==> src/hdl/ptw_pkg.sv <==
// Shared types and constants for the four-level page table walker.
// No dependencies; every other file refers to it by scoped names.
package ptw_pkg;

  localparam int unsigned QueueDepth = 2;
  localparam int unsigned RootW      = 40;
  localparam int unsigned PageNumW   = 36;
  localparam int unsigned AddrW      = 52;
  localparam int unsigned FrameW     = 40;
  localparam int unsigned EntryW     = 64;
  localparam int unsigned IndexW     = 9;

  typedef enum logic [1:0] {
    ACT_TRANSLATE = 2'd0,
    ACT_CHECK     = 2'd1,
    ACT_RESPONSE  = 2'd2
  } action_e;

  typedef enum logic [1:0] {
    RES_READ       = 2'd0,
    RES_XLATE_DONE = 2'd1,
    RES_CHECK_DONE = 2'd2
  } result_e;

  typedef enum logic [1:0] {
    SIZE_4K = 2'd0,
    SIZE_2M = 2'd1,
    SIZE_1G = 2'd2
  } size_e;

  typedef enum logic [1:0] {
    ITEM_XLATE = 2'd0,
    ITEM_CHECK = 2'd1,
    ITEM_RESP  = 2'd2
  } item_e;

  typedef enum logic [2:0] {
    ST_IDLE = 3'd0,
    ST_L0   = 3'd1,
    ST_L1   = 3'd2,
    ST_L2   = 3'd3,
    ST_L3   = 3'd4
  } walk_state_e;

  typedef struct packed {
    logic [1:0]  action;
    logic [47:0] virtual_address;
    logic [63:0] check_flags;
    logic [1:0]  page_size_kind;
    logic [63:0] entry_data;
  } ptw_in_t;

  typedef struct packed {
    logic [1:0]  result_kind;
    logic [51:0] read_address;
    logic [51:0] physical_address;
    logic        found;
  } ptw_out_t;

  // Classified item as it sits in the queue: requests carry the flag mask
  // in data, responses carry the table entry.
  typedef struct packed {
    item_e                kind;
    logic [PageNumW-1:0]  page_num;
    logic [EntryW-1:0]    data;
    logic [1:0]           size;
  } ptw_item_t;

endpackage

==> src/hdl/ptw_front.sv <==
// Front end: accepts input transfers, classifies them and queues them.
// Depends on ptw_pkg.
module ptw_front (
  input  logic                clk_i,
  input  logic                rst_ni,
  input  logic                in_valid_i,
  output logic                in_ready_o,
  input  ptw_pkg::ptw_in_t    in_data_i,
  output logic                item_valid_o,
  input  logic                item_ready_i,
  output ptw_pkg::ptw_item_t  item_o
);

  localparam int unsigned PtrW = (ptw_pkg::QueueDepth > 1) ? $clog2(ptw_pkg::QueueDepth) : 1;
  localparam int unsigned CntW = $clog2(ptw_pkg::QueueDepth + 1);

  ptw_pkg::ptw_item_t mem_q [ptw_pkg::QueueDepth];
  logic [PtrW-1:0] wptr_q, wptr_d, rptr_q, rptr_d;
  logic [CntW-1:0] cnt_q, cnt_d;
  ptw_pkg::ptw_item_t item_in;
  logic keep, push, pop;

  // Classify: reserved action codes are taken but dropped here.
  always_comb begin
    keep             = 1'b1;
    item_in.page_num = in_data_i.virtual_address[47:12];
    item_in.size     = in_data_i.page_size_kind;
    item_in.data     = in_data_i.check_flags;
    item_in.kind     = ptw_pkg::ITEM_XLATE;
    unique case (in_data_i.action)
      ptw_pkg::ACT_TRANSLATE: item_in.kind = ptw_pkg::ITEM_XLATE;
      ptw_pkg::ACT_CHECK:     item_in.kind = ptw_pkg::ITEM_CHECK;
      ptw_pkg::ACT_RESPONSE: begin
        item_in.kind = ptw_pkg::ITEM_RESP;
        item_in.data = in_data_i.entry_data;
      end
      default: keep = 1'b0;
    endcase
  end

  assign in_ready_o   = (cnt_q != CntW'(ptw_pkg::QueueDepth));
  assign push         = in_valid_i && in_ready_o && keep;
  assign item_valid_o = (cnt_q != '0);
  assign pop          = item_valid_o && item_ready_i;
  assign item_o       = mem_q[rptr_q];

  always_comb begin
    wptr_d = wptr_q;
    rptr_d = rptr_q;
    cnt_d  = cnt_q;
    if (push) begin
      wptr_d = (wptr_q == PtrW'(ptw_pkg::QueueDepth - 1)) ? '0 : wptr_q + PtrW'(1);
    end
    if (pop) begin
      rptr_d = (rptr_q == PtrW'(ptw_pkg::QueueDepth - 1)) ? '0 : rptr_q + PtrW'(1);
    end
    if (push && !pop) begin
      cnt_d = cnt_q + CntW'(1);
    end else if (pop && !push) begin
      cnt_d = cnt_q - CntW'(1);
    end
  end

  always_ff @(posedge clk_i or negedge rst_ni) begin
    if (!rst_ni) begin
      wptr_q <= '0;
      rptr_q <= '0;
      cnt_q  <= '0;
    end else begin
      wptr_q <= wptr_d;
      rptr_q <= rptr_d;
      cnt_q  <= cnt_d;
    end
  end

  always_ff @(posedge clk_i) begin
    if (push) begin
      mem_q[wptr_q] <= item_in;
    end
  end

endmodule

==> src/hdl/ptw_back.sv <==
// Back end: walk sequencer, root frame register and output register.
// Depends on ptw_pkg.
module ptw_back (
  input  logic                clk_i,
  input  logic                rst_ni,
  input  logic                item_valid_i,
  output logic                item_ready_o,
  input  ptw_pkg::ptw_item_t  item_i,
  input  logic                cfg_valid_i,
  output logic                cfg_ready_o,
  input  logic [ptw_pkg::RootW-1:0] cfg_data_i,
  output logic                out_valid_o,
  input  logic                out_ready_i,
  output ptw_pkg::ptw_out_t   out_data_o
);

  ptw_pkg::walk_state_e state_q, state_d;
  logic [ptw_pkg::RootW-1:0]    root_q;
  logic [ptw_pkg::PageNumW-1:0] pn_q;
  logic                         chk_q;
  logic [ptw_pkg::EntryW-1:0]   flags_q;
  logic [1:0]                   size_q;
  logic                         out_valid_q, out_valid_d;
  ptw_pkg::ptw_out_t            out_q, out_d;

  logic                         pop, start, emit, finish, hit, rd;
  logic [ptw_pkg::FrameW-1:0]   base, rd_base;
  logic [ptw_pkg::IndexW-1:0]   idx;
  logic                         present, big_page, base_zero;

  assign cfg_ready_o  = 1'b1;
  assign item_ready_o = !out_valid_q || out_ready_i;
  assign pop          = item_valid_i && item_ready_o;

  assign base      = item_i.data[51:12];
  assign present   = item_i.data[0];
  assign big_page  = item_i.data[7];
  assign base_zero = (base == '0);

  always_comb begin
    state_d = state_q;
    start   = 1'b0;
    rd      = 1'b0;
    finish  = 1'b0;
    hit     = 1'b0;
    rd_base = base;
    unique case (state_q)
      ptw_pkg::ST_IDLE: begin
        if (pop && item_i.kind != ptw_pkg::ITEM_RESP) begin
          start   = 1'b1;
          rd      = 1'b1;
          rd_base = root_q;
          state_d = ptw_pkg::ST_L0;
        end
      end
      ptw_pkg::ST_L0: begin
        if (pop && item_i.kind == ptw_pkg::ITEM_RESP) begin
          if (chk_q ? ((item_i.data & flags_q) == '0) : !present) begin
            finish = 1'b1;
          end else if (base_zero) begin
            finish = 1'b1;
          end else begin
            rd      = 1'b1;
            state_d = ptw_pkg::ST_L1;
          end
        end
      end
      ptw_pkg::ST_L1: begin
        if (pop && item_i.kind == ptw_pkg::ITEM_RESP) begin
          if (!present) begin
            finish = 1'b1;
          end else if (big_page && (!chk_q || size_q == ptw_pkg::SIZE_1G)) begin
            finish = 1'b1;
            hit    = 1'b1;
          end else if (base_zero) begin
            finish = 1'b1;
          end else begin
            rd      = 1'b1;
            state_d = ptw_pkg::ST_L2;
          end
        end
      end
      ptw_pkg::ST_L2: begin
        if (pop && item_i.kind == ptw_pkg::ITEM_RESP) begin
          // A 2 MiB check takes the size bit ahead of the present bit.
          if (chk_q && size_q == ptw_pkg::SIZE_2M && big_page) begin
            finish = 1'b1;
            hit    = 1'b1;
          end else if (!present) begin
            finish = 1'b1;
          end else if (!chk_q && big_page) begin
            finish = 1'b1;
            hit    = 1'b1;
          end else if (base_zero) begin
            finish = 1'b1;
          end else begin
            rd      = 1'b1;
            state_d = ptw_pkg::ST_L3;
          end
        end
      end
      ptw_pkg::ST_L3: begin
        if (pop && item_i.kind == ptw_pkg::ITEM_RESP) begin
          finish = 1'b1;
          hit    = present;
        end
      end
      default: state_d = ptw_pkg::ST_IDLE;
    endcase
    if (finish) begin
      state_d = ptw_pkg::ST_IDLE;
    end
  end

  // Table index for the level the read goes to; a new walk uses the
  // page number it brings along.
  always_comb begin
    idx = item_i.page_num[35:27];
    case (state_q)
      ptw_pkg::ST_L0: idx = pn_q[26:18];
      ptw_pkg::ST_L1: idx = pn_q[17:9];
      ptw_pkg::ST_L2: idx = pn_q[8:0];
      default:        idx = item_i.page_num[35:27];
    endcase
  end

  assign emit = rd || finish;

  always_comb begin
    out_d = out_q;
    if (rd) begin
      out_d.result_kind      = ptw_pkg::RES_READ;
      out_d.read_address     = {rd_base, idx, 3'b000};
      out_d.physical_address = '0;
      out_d.found            = 1'b0;
    end else if (finish) begin
      out_d.read_address = '0;
      out_d.found        = hit;
      if (chk_q) begin
        out_d.result_kind      = ptw_pkg::RES_CHECK_DONE;
        out_d.physical_address = '0;
      end else begin
        out_d.result_kind      = ptw_pkg::RES_XLATE_DONE;
        out_d.physical_address = hit ? {base, 12'h000} : '0;
      end
    end
    out_valid_d = emit ? 1'b1 : (out_ready_i ? 1'b0 : out_valid_q);
  end

  always_ff @(posedge clk_i or negedge rst_ni) begin
    if (!rst_ni) begin
      state_q     <= ptw_pkg::ST_IDLE;
      out_valid_q <= 1'b0;
      root_q      <= '0;
    end else begin
      state_q     <= state_d;
      out_valid_q <= out_valid_d;
      if (cfg_valid_i && cfg_ready_o) begin
        root_q <= cfg_data_i;
      end
    end
  end

  // Hold the request context for the rest of the walk.
  always_ff @(posedge clk_i) begin
    out_q <= out_d;
    if (start) begin
      pn_q    <= item_i.page_num;
      chk_q   <= (item_i.kind == ptw_pkg::ITEM_CHECK);
      flags_q <= item_i.data;
      size_q  <= item_i.size;
    end
  end

  assign out_valid_o = out_valid_q;
  assign out_data_o  = out_q;

endmodule

==> src/hdl/four_level_page_table_walker.sv <==
// Channel | Dir | Payload                 | Transfer when
// in      | in  | ptw_pkg::ptw_in_t       | in_valid_i && in_ready_o
// out     | out | ptw_pkg::ptw_out_t      | out_valid_o && out_ready_i
// cfg     | in  | root_frame, 40 bits     | cfg_valid_i && cfg_ready_o
//
// One input transfer per cycle while the front queue has room; a result passes
// through the front queue, then the walk sequencer into the output register.
// The two-entry front queue and the output register let either side stall
// without blocking the other. Reset clears the queue, the walk state, the
// output valid and root_frame. Config is always ready.
// Top level of the page table walker; depends on ptw_pkg, ptw_front, ptw_back.
module four_level_page_table_walker (
  input  logic                clk_i,
  input  logic                rst_ni,
  input  logic                in_valid_i,
  output logic                in_ready_o,
  input  ptw_pkg::ptw_in_t    in_data_i,
  output logic                out_valid_o,
  input  logic                out_ready_i,
  output ptw_pkg::ptw_out_t   out_data_o,
  input  logic                cfg_valid_i,
  output logic                cfg_ready_o,
  input  logic [ptw_pkg::RootW-1:0] cfg_data_i
);

  logic               item_valid, item_ready;
  ptw_pkg::ptw_item_t item;

  ptw_front u_front (
    .clk_i        (clk_i),
    .rst_ni       (rst_ni),
    .in_valid_i   (in_valid_i),
    .in_ready_o   (in_ready_o),
    .in_data_i    (in_data_i),
    .item_valid_o (item_valid),
    .item_ready_i (item_ready),
    .item_o       (item)
  );

  ptw_back u_back (
    .clk_i        (clk_i),
    .rst_ni       (rst_ni),
    .item_valid_i (item_valid),
    .item_ready_o (item_ready),
    .item_i       (item),
    .cfg_valid_i  (cfg_valid_i),
    .cfg_ready_o  (cfg_ready_o),
    .cfg_data_i   (cfg_data_i),
    .out_valid_o  (out_valid_o),
    .out_ready_i  (out_ready_i),
    .out_data_o   (out_data_o)
  );

endmodule

==> config.mk <==
export PLATFORM = sky130hd
export DESIGN_NAME = four_level_page_table_walker
export DESIGN_NICKNAME = d
export VERILOG_FILES = /design/src/hdl/ptw_pkg.sv /design/src/hdl/ptw_front.sv /design/src/hdl/ptw_back.sv /design/src/hdl/four_level_page_table_walker.sv
export SDC_FILE = /design/constraint.sdc
export NUM_CORES = 1
export LEC_CHECK = 0
export ABC_AREA = 1
export BUFFER_PORTS_ARGS = -buffer_cell sky130_fd_sc_hd__buf_4
export CAP_MARGIN = 5
export CORE_MARGIN = 2
export CORE_UTILIZATION = 51
export DETAILED_ROUTE_END_ITERATION = 10
export PLACE_DENSITY = 0.74
export SYNTH_ARGS = -nofsm -noshare
export SYNTH_HDL_FRONTEND = slang
export SYNTH_HIERARCHICAL = 1
export SYNTH_SLANG_ARGS = --single-unit
export TNS_END_PERCENT = 1
==> constraint.sdc <==
create_clock -name clk_i -period 14.42 [get_ports clk_i]
set_input_delay 3.605 -clock clk_i [delete_from_list [all_inputs] [get_ports clk_i]]
set_output_delay 3.605 -clock clk_i [all_outputs]
set_load 0.005 [all_outputs]
# Word level (Yosys, flattened, before mapping)
# Memory sizes are Yosys's and may differ from the RTL's.
# Index checks and enable logic that the tools add are counted.
# op_classes
n_addsub	4
eq_ne	26
mux	69
n_bitwise	1
reduce_logical	29
# op_table
op	n
two-way mux 105 bit	2
two-way mux 52 bit	2
two-way mux 40 bit	2
bitwise AND 64 bit	1
logical NOT 64 bit	1
two-way mux 64 bit	1
two-way mux 3 bit	14
logical NOT 40 bit	1
two-way mux 1 bit	39
case mux 9 bit (3 select lines)	1
!= test 3 x 2 -> 1 bit (second input constant)	7
!= test 3 x 1 -> 1 bit (second input constant)	6
case mux 3 bit (5 select lines)	1
AND reduction 14 bit	1
logical AND 1 bit	11
case mux 1 bit (4 select lines)	2
nonzero test 2 bit	4
== test 2 x 1 -> 1 bit (second input constant)	3
== test 2 bit (second input constant)	3
== test 3 x 2 -> 1 bit (second input constant)	2
two-way mux 2 bit	3
logical NOT 1 bit	5
!= test 2 bit (second input constant)	2
case mux 2 bit (2 select lines)	1
other kinds (11)	14
# totals
reg_bits	246
ramBits	208
input_bits	225
output_inout_bits	110
elab_cells	144
n_memories	1
# mem_list
name	words	word_bits	read_ports	rd_clocked_by_memory_dff	write_ports	line	rtl
u_front.mem_q	2	104	1	0	1	ptw_front.sv:17	ptw_pkg::ptw_item_t mem_q [ptw_pkg::QueueDepth];

# Depth between registers and ports, before layout
# depth
ltp_word	11
depth_mapped	22
ltp_nobuf	18

# Cells and area by module
# Netlist, hierarchy kept.
# by_module_without_submodules
mod	n_inst	cells_each	area_each_um2
ptw_back	1	797	9286.4
ptw_front	1	785	8657.1

# Worst setup path before layout
# Ideal clock, no wire load.
# synth_timing
path_kind	input to register
from	input in_data_i[179] (netlist name)
to	memory u_front/mem_q[1][0] (netlist name) (enable)
setup_time_ns	0.568
arrival_ns	8.125
t_required_ns	13.852
path_slack_ns	5.727
cell_stages	3
cell_sequence	nand2_1 nand3_1 nor2_1
# synth_between
elab_chain_cells	6
# synth_rtl
item	line	rtl
start, declared	four_level_page_table_walker.sv:17	input ptw_pkg::ptw_in_t in_data_i,
== test 2 x 1 -> 1 bit (tied with other cells)	ptw_front.sv:30	unique case (in_data_i.action)
OR reduction 3 bit (no line) *	--	
two-way mux 1 bit *	ptw_front.sv:30	
logical AND 1 bit *	ptw_front.sv:42	assign push = in_valid_i && in_ready_o && keep;
two-way mux 1 bit *	ptw_front.sv:77	if (push) begin
two-way mux 1 bit (not written as such) *	ptw_front.sv:78	mem_q[wptr_q] <= item_in;
end, declared	ptw_front.sv:17	
# Every way passes the cells marked *; elsewhere a longest branch is shown, timed or not.

# Worst setup path after layout
# layout_timing
from	input out_ready_i
to	register u_back.out_q, in the netlist u_back/out_data_o[102] (enable)
# layout_between
elab_chain_cells	6
# layout_rtl
item	line	rtl
start, declared	four_level_page_table_walker.sv:19	input logic out_ready_i,
logical OR 1 bit *	ptw_back.sv:32	assign item_ready_o = !out_valid_q || out_ready_i;
named net item_ready	four_level_page_table_walker.sv:26	logic item_valid, item_ready;
logical AND 1 bit *	ptw_back.sv:33	assign pop = item_valid_i && item_ready_o;
logical AND 1 bit (on tied branches)	--	
two-way mux 1 bit (on tied branches)	--	
case mux 1 bit (4 select lines)	ptw_back.sv:47	unique case (state_q)
nonzero test 2 bit (no line) *	--	
end signal, assigned	ptw_back.sv:166	out_q <= out_d;
end, declared	ptw_back.sv:24	ptw_pkg::ptw_out_t out_q, out_d;
# Mark *: on every way through the listed nets, which the timed path passes. The rest lies on a longest branch.
# A chain may end at the register's enable or synchronous reset.

==> metrics.csv <==
stage,metric,value,unit
yosys,synth_ff_type,edfxtp_1,
timing,fin_crit_sh,0.4342,
yosys,synthAdderAreaFrac,0.0006973,
critical_path,critical_path_arrival,6.44,ns
critical_path,ff2ff_path_depth,18,
layout,drive_above_1_share,0.2295,
timing,slew_violations,0,
layout,antenna_cells,0,
place,hpwl,25950,µm
global_routing,grt_pass1_vias,11740,
critical_path,crit_fanout,49,
clock_network,cts_sinks,442,
yosys,synth_top_family_by_area,simple AND/OR/NAND/NOR gates,
floorplanning,die-area,36700,µm²
clock_network,cts.clk_slew.worst_paths,0.06,ns
yosys,synth_edf_count,351,
timing,clock.fmax,0.1597,GHz
hold_path,hold_path.class,register to register,
drt,dr.first_iter.drc_count,935,
global_routing,gr-total-overflow,0,
floorplanning,coreArea,34630,µm²
global_routing,grt_antenna_before_repair,0,
critical_path,worst-r2r-setup-slack,9.06,ns
critical_path,worstSetupStartpointType,input pin,
clock_network,hold_buffers,0,
drt,ant_nets,0,
floorplanning,io-pin-count,335,
yosys,syn_inst,1582,
drt,wl_per_cell,17.53,µm
yosys,synth_top_cell_area_share,0.5874,
floorplanning,die_h,191.6,µm
power,powerDensity,197.8,nW/µm²
clock_network,clockRootBuffer,clkbuf_16,
critical_path,r2r_end,u_back/out_data_o[102]$_DFFE_PP_,
critical_path,slowest_stage,nand2_2,
drt,wl_met1,17690,µm
critical_path,regToRegStartpoint,u_front/rptr_q$_DFFE_PN0P_,
drt,highest_layer,met4,
yosys,netlist_top_cells_count,"nand2_1 (688), edfxtp_1 (351), nand3_1 (101), nor2_1 (91), dfrtp_1 (48)",
yosys,synth_area,17940,µm²
clock_network,cts.repair.resized,0,
critical_path,critPathKind,input pin to register,
power,p_leak,0.009378,µW
layout,final_cells,2368,
yosys,yosysSeqAreaShare,0.7023,
yosys,synth_xor_area_frac,0.0004881,
power,ir_drop,0.0001728,V
hold_path,hold_end,u_back/out_data_o[42]$_SDFFE_PP0P_,
layout,nets,2101,
critical_path,slowest_delay,0.83,ns
yosys,ys_ff_latch,442,
clock_network,tritoncts,yes,
hold_path,whs_path_depth,2,
clock_network,clk_path_buf_depth,3,
floorplanning,start_util,0.5182,
timing,setup_viol,0,
timing,clock_skew,0.01802,ns
drt,routed_wl,41510,µm
timing,rsz0062_at_grt,false,
critical_path,worstPathCellList,buf_4 -> inv_1 -> nand2_1 -> nand2_1 -> nor3_2 -> nand2_2 -> nand2_2 -> buf_4,
yosys,async_flop_share,0.1086,
drt,met3_length,2432,µm
drt,routed-wl-met2,20580,µm
place,place_congestion,0.7970,
hold_path,hp-start,u_back/out_data_o[42]$_SDFFE_PP0P_,
job,cap_violations,0,
global_routing,grt.total_usage,0.2254,
yosys,yosysWarnings,6,
clock_network,cts_setup_buffers,0,
yosys,synth_compound_area_frac,0.01206,
clock_network,insertion_delay,0.55,ns
run_status,status,"finished, final reports clean",
floorplanning,die_w,191.6,µm
layout,syn_to_final_growth,21.69,%
drt,drt-vias-per-instance,5.162,
place,io_buffers,306,
yosys,syn_avg_cell_area,11.34,µm²
global_routing,grt_max_degree,135,
drt,drtPass1Iterations,8,
global_routing,grt_pass1_wl,63970,µm
yosys,yosysMostFrequentCell,nand2_1,
layout,final.fill_count,2760,
place,placed_cells,2282,
drt,drc,0,
yosys,synth_cell_types,28,
clock_network,cts_made_buffers,46,
drt,via_count,12220,
critical_path,crit_required,14.60,ns
yosys,synthMuxAreaShare,0.04742,
timing,final_hold_viol_count,0,
timing,slew_headroom,0.1863,
clock_network,h-tree-depth,2,
timing,layout_min_cycle_time,6.262,ns
timing,setup_tns,0,ns
timing,tightest_slew,1.219,ns
critical_path,crit_path_end_kind,register,
floorplanning,rows,68,
yosys,synth_simple_gate_area_frac,0.1989,
yosys,synth_area_leader_cell,edfxtp_1,
yosys,synth_area_leaders,"edfxtp_1 (59%), nand2_1 (14%), dfrtp_1 (6.7%), dfxtp_1 (4.8%), nand3_1 (2.8%)",
power breakdown:
group	internal, µW	switching (µW)	leakage, µW
logic	409	860	0.00450
registers	1830	116	0.00417
clock network	623	478	0.000704
flip-flops by register name, summed over array words and instances (netlist names):
| signal | cells |
|---|---|
| u_back/out_data_o | 92 |
| u_front/rptr_q | 1 |
| u_back/size_q | 2 |
| u_back/root_q | 40 |
| u_back/flags_q | 64 |
| u_back/chk_q | 1 |
| u_front/wptr_q | 1 |
| u_front/mem_q | 208 |
| u_back/pn_q | 27 |
| u_front/cnt_q | 2 |
| u_back/state_q | 3 |
| u_back/out_valid_o | 1 |
worst max-delay path by stage:
stage,end,cells past startpoint,from
3_5_place_dp,u_back/out_data_o[102]$_DFFE_PP_,8,out_ready_i
2_1_floorplan,u_front/mem_q[1][0]$_DFFE_PP_,3,in_data_i[179]
3_3_place_gp,u_back/out_data_o[102]$_DFFE_PP_,8,out_ready_i
5_1_grt,u_back/out_data_o[104]$_DFFE_PP_,8,out_ready_i
4_1_cts,u_back/out_data_o[92]$_DFFE_PP_,8,out_ready_i
6_report,u_back/out_data_o[102]$_DFFE_PP_,8,out_ready_i
stage by stage:
step           hold WS (ns)    util  area (µm²)  power (µW)  setup slack, ns
2_1_floorplan        0.4419       -       18000        2763            5.727
3_3_place_gp         0.4539  0.5900       20430        3206            7.631
3_5_place_dp         0.4579  0.5900       20430        3253            7.591
4_1_cts              0.4679  0.6305       21830        4358            8.158
5_1_grt              0.4831  0.6305       21830        4573            7.884
6_report             0.4672  0.6305       21830        4318            8.158
kinds of logic (layout without fill, tap and decap cells):
kind of cell / after synthesis / count (layout)
AO/OA/AOI/OAI: 38 / 38
XOR/XNOR: 1 / 1
AND/OR/NAND/NOR: 901 / 901
buffers and inverters: 117 / 434
adder cells (fa/ha/maj): 1 / 1
flip-flops: 442 / 442
multiplexers: 80 / 80
other: 2 / 16
critical path, delay by kind of cell:
kind,cells,cell delay (ns)
buffers and inverters,3,0.69
AND/OR/NAND/NOR,5,2.11
layout make-up:
type	instances	area, µm²	area share
clock buffers	53	1177	0.05392
multi-input cells	1037	4743	0.2172
well taps	455	569.3	0.02607
repair buffers	317	2392	0.1096
flip-flops and latches	442	12610	0.5773
inverters	31	121.4	0.005558
clock inverters	33	225.2	0.01031
per-layer routing:
metal | vias to the layer above | track usage
met3 | 63 | 0.02777
met5 | - | 0
met1 | 5843 | 0.3160
met2 | 426 | 0.3774
met4 | 0 | 0.05533
li1 | 5891 | -
placed cells by master, fill, tap and decap left out, drive strengths merged:
cell,n
nand2,689
edfxtp,351
buf,317
nand3,101
nor2,91
clkbuf,53
dfrtp,48
dfxtp,43
mux2i,40
mux2,40
clkinv,31
inv,30
a21oi,25
nand4,18
conb,16
o21ai,6
a22o,5
bufinv,2
nor3,2
clkinvlp,1
o211ai,1
a31oi,1
xnor2,1
ha,1
Power figures use the tool's default switching activity.
